[config.mk]
export PLATFORM = sky130hd
export DESIGN_NAME = two_button_short_long_press_unit_flat
export DESIGN_NICKNAME = d
export VERILOG_FILES = /design/src/rtl/tbp_pkg.sv /design/src/rtl/tbp_if.sv /design/src/rtl/tbp_button_eval.sv /design/src/rtl/two_button_short_long_press_unit.sv /design/src/flat_wrapper.sv
export SDC_FILE = /design/constraint.sdc
export NUM_CORES = 1
export LEC_CHECK = 0
export ABC_AREA = 1
export BUFFER_PORTS_ARGS = -buffer_cell sky130_fd_sc_hd__buf_2
export CORE_AREA = 2 2 166 168
export CTS_CLUSTER_DIAMETER = 30
export DETAILED_ROUTE_END_ITERATION = 16
export DIE_AREA = 0 0 168 170
export GPL_TIMING_DRIVEN = 0
export SYNTH_ARGS = -nofsm -noshare
export SYNTH_HDL_FRONTEND = slang
export SYNTH_HIERARCHICAL = 1
export SYNTH_SLANG_ARGS = --single-unit
[constraint.sdc]
create_clock -name clk -period 7.2 [get_ports clk]
set_clock_uncertainty 0.2 [all_clocks]
set_input_delay 1.8 -clock clk [delete_from_list [all_inputs] [get_ports clk]]
set_output_delay 1.8 -clock clk [all_outputs]
set_load 0.02 [all_outputs]
[src/rtl/tbp_pkg.sv]
// Package with shared widths, types and codes for the two-button press unit.
`timescale 1ns / 1ps

package tbp_pkg;

    localparam int TIME_BITS      = 32;
    localparam int THRESH_BITS    = 16;
    localparam int CFG_INDEX_BITS = 1;
    localparam int CFG_DATA_BITS  = 16;

    localparam logic [THRESH_BITS-1:0] LONG_PRESS_RESET = THRESH_BITS'(450);
    localparam logic [THRESH_BITS-1:0] MIN_PRESS_RESET  = THRESH_BITS'(30);

    typedef enum logic [CFG_INDEX_BITS-1:0] {
        CFG_LONG_PRESS = 1'b0,
        CFG_MIN_PRESS  = 1'b1
    } cfg_index_t;

    typedef enum logic [2:0] {
        EV_NONE         = 3'd0,
        EV_FIRST_LONG   = 3'd1,
        EV_FIRST_SHORT  = 3'd2,
        EV_SECOND_LONG  = 3'd3,
        EV_SECOND_SHORT = 3'd4
    } event_code_t;

    typedef enum logic [1:0] {
        BEV_NONE  = 2'd0,
        BEV_LONG  = 2'd1,
        BEV_SHORT = 2'd2
    } button_ev_t;

    typedef struct packed {
        logic                 prev_level;
        logic [TIME_BITS-1:0] press_time;
        logic                 long_done;
    } button_state_t;

    typedef struct packed {
        logic [THRESH_BITS-1:0] long_press_ms;
        logic [THRESH_BITS-1:0] min_press_ms;
    } thresholds_t;

endpackage

[src/rtl/tbp_if.sv]
// Valid/ready channel interfaces for poll samples and press events.
`timescale 1ns / 1ps

interface tbp_sample_if;
    import tbp_pkg::*;

    logic                 valid;
    logic                 ready;
    logic                 select_pressed;
    logic                 back_pressed;
    logic [TIME_BITS-1:0] now_ms;

    modport source (output valid, output select_pressed, output back_pressed,
                    output now_ms, input ready);
    modport sink   (input valid, input select_pressed, input back_pressed,
                    input now_ms, output ready);
endinterface

interface tbp_event_if;
    import tbp_pkg::*;

    logic        valid;
    logic        ready;
    event_code_t event_code;

    modport source (output valid, output event_code, input ready);
    modport sink   (input valid, input event_code, output ready);
endinterface

[src/rtl/tbp_button_eval.sv]
// Press evaluation for one button: next button state and the event it reports.
`timescale 1ns / 1ps

module tbp_button_eval (
    input  tbp_pkg::button_state_t          state,
    input  logic                            level,
    input  logic [tbp_pkg::TIME_BITS-1:0]   now_ms,
    input  tbp_pkg::thresholds_t            thresholds,
    output tbp_pkg::button_state_t          state_next,
    output tbp_pkg::button_ev_t             button_ev
);
    import tbp_pkg::*;

    logic [TIME_BITS-1:0] held;
    logic                 long_met;
    logic                 min_met;

    // The difference wraps naturally at the timestamp width.
    assign held     = now_ms - state.press_time;
    assign long_met = held >= TIME_BITS'(thresholds.long_press_ms);
    assign min_met  = held >= TIME_BITS'(thresholds.min_press_ms);

    always_comb
    begin
        state_next            = state;
        state_next.prev_level = level;
        button_ev             = BEV_NONE;
        unique case ({level, state.prev_level})
            2'b10:
            begin
                state_next.press_time = now_ms;
                state_next.long_done  = 1'b0;
            end
            2'b11:
            begin
                if (!state.long_done && long_met)
                begin
                    button_ev            = BEV_LONG;
                    state_next.long_done = 1'b1;
                end
            end
            2'b01:
            begin
                if (!state.long_done && min_met)
                begin
                    button_ev = BEV_SHORT;
                end
            end
            default:
            begin
                button_ev = BEV_NONE;
            end
        endcase
    end

endmodule

[src/rtl/two_button_short_long_press_unit.sv]
// Top level of the two-button short/long press unit.
//
//   channel   direction  handshake        payload
//   sample    in         valid / ready    select_pressed, back_pressed, now_ms
//   result    out        valid / ready    event_code
//   cfg       in         cfg_write        cfg_index, cfg_data
//
// Every accepted sample gives exactly one event code, registered in the cycle after it is accepted.
// A new sample is taken each cycle while the result register is empty or is
// being drained in the same cycle, so the sustained rate is one per cycle.
// Reset restores the default thresholds and clears both button states.
// A stalled result holds in the output register and blocks new samples.
`timescale 1ns / 1ps

module two_button_short_long_press_unit (
    input  logic                                clk,
    input  logic                                rst_n,
    tbp_sample_if.sink                          sample,
    tbp_event_if.source                         result,
    input  logic                                cfg_write,
    input  logic [tbp_pkg::CFG_INDEX_BITS-1:0]  cfg_index,
    input  logic [tbp_pkg::CFG_DATA_BITS-1:0]   cfg_data
);
    import tbp_pkg::*;

    thresholds_t   thresholds_reg;
    button_state_t first_reg;
    button_state_t second_reg;
    button_state_t first_next;
    button_state_t second_next;
    button_ev_t    first_ev;
    button_ev_t    second_ev;
    event_code_t   event_code_reg;
    event_code_t   event_code_next;
    logic          valid_reg;
    logic          accept;

    assign sample.ready = !valid_reg || result.ready;
    assign accept       = sample.valid && sample.ready;

    tbp_button_eval u_first (
        .state      (first_reg),
        .level      (sample.select_pressed),
        .now_ms     (sample.now_ms),
        .thresholds (thresholds_reg),
        .state_next (first_next),
        .button_ev  (first_ev)
    );

    tbp_button_eval u_second (
        .state      (second_reg),
        .level      (sample.back_pressed),
        .now_ms     (sample.now_ms),
        .thresholds (thresholds_reg),
        .state_next (second_next),
        .button_ev  (second_ev)
    );

    // The first button wins; the second one is only looked at when the first is quiet.
    always_comb
    begin
        unique case (first_ev)
            BEV_LONG:  event_code_next = EV_FIRST_LONG;
            BEV_SHORT: event_code_next = EV_FIRST_SHORT;
            default:
            begin
                unique case (second_ev)
                    BEV_LONG:  event_code_next = EV_SECOND_LONG;
                    BEV_SHORT: event_code_next = EV_SECOND_SHORT;
                    default:   event_code_next = EV_NONE;
                endcase
            end
        endcase
    end

    always_ff @(posedge clk or negedge rst_n)
    begin
        if (!rst_n)
        begin
            thresholds_reg.long_press_ms <= LONG_PRESS_RESET;
            thresholds_reg.min_press_ms  <= MIN_PRESS_RESET;
        end
        else if (cfg_write)
        begin
            unique case (cfg_index_t'(cfg_index))
                CFG_LONG_PRESS: thresholds_reg.long_press_ms <= THRESH_BITS'(cfg_data);
                CFG_MIN_PRESS:  thresholds_reg.min_press_ms  <= THRESH_BITS'(cfg_data);
                default:        thresholds_reg <= thresholds_reg;
            endcase
        end
    end

    always_ff @(posedge clk or negedge rst_n)
    begin
        if (!rst_n)
        begin
            first_reg  <= '0;
            second_reg <= '0;
        end
        else if (accept)
        begin
            first_reg <= first_next;
            if (first_ev == BEV_NONE)
            begin
                second_reg <= second_next;
            end
        end
    end

    always_ff @(posedge clk or negedge rst_n)
    begin
        if (!rst_n)
        begin
            valid_reg <= 1'b0;
        end
        else if (accept)
        begin
            valid_reg <= 1'b1;
        end
        else if (result.ready)
        begin
            valid_reg <= 1'b0;
        end
    end

    always_ff @(posedge clk)
    begin
        if (accept)
        begin
            event_code_reg <= event_code_next;
        end
    end

    assign result.valid      = valid_reg;
    assign result.event_code = event_code_reg;

endmodule

[src/flat_wrapper.sv]
// flat-port wrapper written by rule: the top's interface ports become plain ports
module two_button_short_long_press_unit_flat import tbp_pkg::*;
  (clk, rst_n, cfg_write, cfg_index, cfg_data, sample_valid, sample_select_pressed, sample_back_pressed, sample_now_ms, sample_ready, result_valid, result_event_code, result_ready);
  tbp_sample_if sample_i ();
  tbp_event_if result_i ();
  input  logic clk;
  input  logic rst_n;
  input  logic cfg_write;
  input  logic [tbp_pkg::CFG_INDEX_BITS-1:0] cfg_index;
  input  logic [tbp_pkg::CFG_DATA_BITS-1:0] cfg_data;
  input wire logic [$bits(sample_i.valid)-1:0] sample_valid;
  input wire logic [$bits(sample_i.select_pressed)-1:0] sample_select_pressed;
  input wire logic [$bits(sample_i.back_pressed)-1:0] sample_back_pressed;
  input wire logic [$bits(sample_i.now_ms)-1:0] sample_now_ms;
  output wire logic [$bits(sample_i.ready)-1:0] sample_ready;
  output wire logic [$bits(result_i.valid)-1:0] result_valid;
  output wire logic [$bits(result_i.event_code)-1:0] result_event_code;
  input wire logic [$bits(result_i.ready)-1:0] result_ready;
  assign sample_i.valid = sample_valid;
  assign sample_i.select_pressed = sample_select_pressed;
  assign sample_i.back_pressed = sample_back_pressed;
  assign sample_i.now_ms = sample_now_ms;
  assign sample_ready = sample_i.ready;
  assign result_valid = result_i.valid;
  assign result_event_code = result_i.event_code;
  assign result_i.ready = result_ready;
  two_button_short_long_press_unit u_core (.clk(clk), .rst_n(rst_n), .sample(sample_i), .result(result_i), .cfg_write(cfg_write), .cfg_index(cfg_index), .cfg_data(cfg_data));
endmodule
== Yosys cells after proc, flatten, opt, wreduce, memory -nomap -nowiden ==
Cells that the tools add are included.

* Add/subtract/negate cells: 2
* Magnitude comparators: 4
* Equality and inequality tests: 12
* Muxes and demuxes: 14
* Bitwise logic cells: 1
* Reductions and logical operators: 20

{| class="wikitable"
|+ Operator list
! cell !! count
|-
| 32-bit by 16-bit >= comparator with 1-bit output || 4
|-
| 32-bit subtractor || 2
|-
| 2-bit equality test, second input constant || 6
|-
| 3-bit one-hot mux with 2 select lines || 2
|-
| 2-bit by 1-bit equality test with 1-bit output, second input constant || 4
|-
| 2-bit one-hot mux with 2 select lines || 2
|-
| 2-bit AND reduction || 4
|-
| 1-bit 2-to-1 mux || 6
|-
| 3-bit AND reduction || 2
|-
| 2-bit nonzero test || 3
|-
| 1-bit logical AND || 5
|-
| 2-bit 2-to-1 mux || 2
|-
| 2-bit inequality test, second input constant || 2
|-
| 1-bit one-hot mux with 2 select lines || 2
|-
| 4-bit AND reduction || 1
|-
| 1-bit logical NOT || 3
|-
| 2-bit logical NOT || 1
|-
| 1-bit logical OR || 1
|-
| 1-bit NOT || 1
|}

* Bits in registers: 104
* Bits of input ports: 56
* Output and inout bits: 5

== Logic depth before layout (Yosys ltp) ==
* Word-level depth: 8
* Mapped depth: 27
* Gate-level depth less buffers: 25

== Hierarchy ==
Netlist, hierarchy kept.

{| class="wikitable"
|+ By module, submodules not included
! module !! instances !! cells an instance !! area an instance (µm²)
|-
| two_button_short_long_press_unit || 1 || 436 || 4117.7
|-
| tbp_button_eval at u_core.u_second || 1 || 774 || 3861.2
|-
| tbp_button_eval at u_core.u_first || 1 || 771 || 3858.7
|}

== Worst setup path after synthesis ==
OpenSTA, ideal clock, no wires.

* Path kind: input port to flip-flop
* Start point: input sample_now_ms[0]
* End point: register u_core/second_reg[2] in the netlist's numbering
* Arrival time: 4626 ps
* Data required time: 6883 ps
* Path slack: 2257 ps
* Stages on the path: 25
* Buffers on the path: 2
* Cell sequence: inv_1 > ha_1 > fa_1 > inv_1 > nand2_1 > nand3_1 > xor2_1 > ha_1 > nand2_1 > inv_1 > a221oi_1 > o21ai_0 > nand2_1 > inv_1 > o21ai_0 > nand4_1 > nand2_1 > inv_1 > inv_1 > ha_1 > buf_2 > nand3_4 > buf_4 > nand2_1 > nand2_1

* Cells in the longest elaborated chain, start to end: 7
* Elaborated cells on any way between the ends: 10

{| class="wikitable"
|+ RTL lines
! what !! RTL line !! RTL
|-
| start: declaration || flat_wrapper.sv:14 || <nowiki>input wire logic [$bits(sample_i.now_ms)-1:0] sample_now_ms;</nowiki>
|-
| 32-bit subtractor || tbp_button_eval.sv:19 || <nowiki>assign held = now_ms - state.press_time;</nowiki>
|-
| 32-bit by 16-bit >= comparator with 1-bit output || tbp_button_eval.sv:21 || <nowiki>assign min_met = held >= TIME_BITS'(thresholds.min_press_ms);</nowiki>
|-
| 1-bit logical AND || tbp_button_eval.sv:44 || <nowiki>if (!state.long_done && min_met)</nowiki>
|-
| 2-bit 2-to-1 mux || tbp_button_eval.sv:44 ||
|-
| 2-bit one-hot mux with 2 select lines || tbp_button_eval.sv:28 || <nowiki>unique case ({level, state.prev_level})</nowiki>
|-
| net u_core.first_ev[1] || two_button_short_long_press_unit.sv:31 || <nowiki>button_ev_t first_ev;</nowiki>
|-
| 2-bit logical NOT || two_button_short_long_press_unit.sv:103 || <nowiki>if (first_ev == BEV_NONE)</nowiki>
|-
| 3-bit AND reduction (no line) || - ||
|-
| end signal: assignment || two_button_short_long_press_unit.sv:105 || <nowiki>second_reg <= second_next;</nowiki>
|-
| end: declaration || two_button_short_long_press_unit.sv:28 || <nowiki>button_state_t second_reg;</nowiki>
|}

The timed path passes the listed nets, and every way through them passes these cells.
A chain may end at the register's enable or synchronous reset.

== Final worst setup path ==
* Start point: input sample_now_ms[0]
* End point: register u_core/second_reg[11] in the netlist's numbering

The elaborated chain is that of the path after synthesis.

==> results.cfg <==
[run_status]
status = finished clean

[clock_network]
cts_sinks = 104
cts_root_buffer = clkbuf_16
cts_max_level = 3
cts_hold_buffers = 0
cts_setup_buffers = 0
numCtsBuffers = 9
cts_tree = done
cts_resized = 0
clk_path_buf_depth = 2
clk_pin_slew_ns = 0.08
clk_latency_ns = 0.37

[synth]
yosysTopAreaCellShare_pct = 23.94
synth_cells = 1981
yosys.area.top_type = nand2_1
yosysWarnings = 6
synth_top_family_by_area = simple AND/OR/NAND/NOR gates
yosys.area_share.simple_pct = 38.22
async_flop_share_pct = 97.12
synth.distinct_cells = 42
seq_area_frac_synth_pct = 22.20
synthMuxAreaShare_pct = 0.09513
synth_fa_ha_area_share_pct = 13.97
synth_edf_count = 3
synth_compound_area_share_pct = 7.822
synthesis.area_um2 = 11840
synth-xor-area-share_pct = 2.220
synthTopCellsByArea = nand2_1, dfrtp_1, ha_1
ys_seq_elements = 104
synthFlopType = dfrtp_1
syn_avg_cell_area_um2 = 5.976
syn_nets = 2168

[setup_path]
crit_family = buffers and inverters
worstPathArrival_ns = 5.77
max_stage_delay_ns = 0.41
path_buf_inv = 9
cp_max_fo = 10
required_ns = 7.25
setup.worst_path.start_class = input pin
end_kind = register
cpMaxStageDelayCell = fa_1
critPathKind = input pin to register

[job]
cap_violations = 0

[floorplan]
die_w_um = 168
dieArea_um2 = 28560
io_pins = 61
fp.dieH_um = 170
coreArea_um2 = 26650
initial_utilization_pct = 44.42
rows = 60

[final_layout]
final_cell_mix = nand2_1, inv_1, ha_1
synthToLayoutAreaGrowth_pct = 9.016
fin_area_um2 = 12900
mostFrequentLayoutCell = nand2_1
stdcell_count = 2398
final_layout_size_suffix_gt1_share_pct = 8.994
nNetsFinal = 2239
antenna_cells = 0

[power]
p_leak_nw = 7.769
vdd_ir_drop_max_mv = 0.1144
p_per_area_nw_per_um2 = 313.8

[global_route]
antenna_found_initial = 0
grt_max_degree = 52
grt_usage_pct = 25.53
overflow = 0
grt_pass1_wl_mm = 57.35
grt_pass1_vias = 11217

[timing]
relSlewSlack_pct = 52.54
period_minus_slack_ns = 5.718
hold_slack_ns = 0.2755
max_freq_mhz = 174.9
tns_ns = 0
max_slew.worst_pin.slew_ns = 0.7118
setup_viol = 0
maxSlewViolCount = 0
rsz0062_at_grt = no
fin_crit_sh_pct = 79.42
hold_violations = 0

[detailed_routing]
routedWlPerCell_um = 14.74
drtIter0Drc = 771
ant_nets = 0
drc = 0
routed_wl_mm = 35.34
num_vias = 11878
vias_per_cell = 4.953
dr.pass1.iters = 5

[place]
portBuffers = 59
placedCellCount = 2382
dp_hpwl_mm = 29.30
place.gp.congestion = 0.9109
dpl_cell_area_um2 = 12590

[worst_hold_path]
hp-class = register to register
==> cells by family (layout without fill, tap and decap cells) <==
logic type / count (synthesis) / count (layout)
multiplexers: 1 / 1
AO/OA/AOI/OAI: 177 / 177
buffers and inverters: 469 / 545
adder cells (fa/ha/maj): 131 / 131
AND/OR/NAND/NOR: 1069 / 1069
flip-flops: 104 / 104
XOR/XNOR: 30 / 30
==> synth_stat cells (2+ instances only) <==
master,count
nand2_1,755
inv_1,419
ha_1,129
nor2_1,115
dfrtp_1,93
a21oi_1,85
o21ai_0,75
nand3_1,56
nand4_1,48
nand2_2,30
xor2_1,27
nor2_2,20
clkbuf_1,16
buf_2,15
nor3_1,10
and2_1,9
dfstp_2,8
inv_2,7
nand3_2,7
buf_4,6
nand3b_1,6
nor3_2,6
a211oi_1,5
buf_6,4
edfxtp_1,3
nand2_4,3
o21bai_1,3
xnor2_1,3
a21o_1,2
a31oi_1,2
clkinv_1,2
fa_1,2
==> final timing paths <==
kind	from	cells after the start	slack [ns]	endpoint
min in group asynchronous	rst_n	1	1.28	u_core/thresholds_reg[8]
worst max-delay path	sample_now_ms[0]	26	1.48	u_core/second_reg[11]
max in group asynchronous	rst_n	2	4.78	u_core/first_reg[26]
worst max register to register	u_core/first_reg[1]	24	2.70	u_core/second_reg[11]
worst min register to register	u_core/second_reg[13]	2	0.28	u_core/second_reg[13]
worst min-delay path	u_core/second_reg[13]	2	0.28	u_core/second_reg[13]
==> layer usage <==
| layer | routed length [µm] | up-vias | share of wire [%] | GRT usage [%] |
|---|---|---|---|---|
| met5 | 0 | - | 0 | 0 |
| met4 | 730 | 0 | 2.1 | 6.503 |
| met3 | 1982 | 41 | 5.6 | 4.256 |
| met2 | 15840 | 267 | 45 | 42.20 |
| met1 | 16780 | 5399 | 47 | 34.74 |
| li1 | - | 6171 | - | - |
==> worst reg2reg max path, cell delays in order (launching register included) <==
cell and delay (ns):
dfrtp_1 0.40, ha_1 0.25, fa_1 0.41, inv_1 0.13, nand2_1 0.06, nand3_1 0.16, xor2_1 0.36, ha_1 0.31
nand2_1 0.06, inv_1 0.05, a221oi_1 0.24, o21ai_0 0.18, nand2_1 0.09, inv_1 0.03, o21ai_0 0.15, nand4_1 0.11
nand2_1 0.08, inv_1 0.11, inv_1 0.10, ha_1 0.14, buf_2 0.26, nand3_4 0.18, buf_4 0.22, nand2_1 0.06
nand2_1 0.05
==> where the power goes <==
part	leakage (nW)	switching [mW]	internal (mW)
combinational	6.33	1.74	0.942
sequential	1.28	0.0945	0.730
clock	0.154	0.263	0.281
==> final cells by class <==
cell class	count	area, µm²
fillers	2847	13750
clock buffers	10	229.0
flip-flops and latches	104	2628
repair buffers	60	325.3
well taps	341	426.7
inverters	428	1607
clock inverters	6	86.33
plain buffers	41	225.2
multi-input cells	1408	7378
==> through the flow <==
step	worst slack [ns]	utilization [%]	power, mW
4_1_cts	1.588	48.42	4.046
3_5_place_dp	1.221	47.24	3.476
3_3_place_gp	1.270	47.13	3.424
2_1_floorplan	2.257	-	2.795
5_1_grt	1.253	48.42	4.518
6_report	1.482	48.42	4.049
Power figures use the tool's default switching activity.
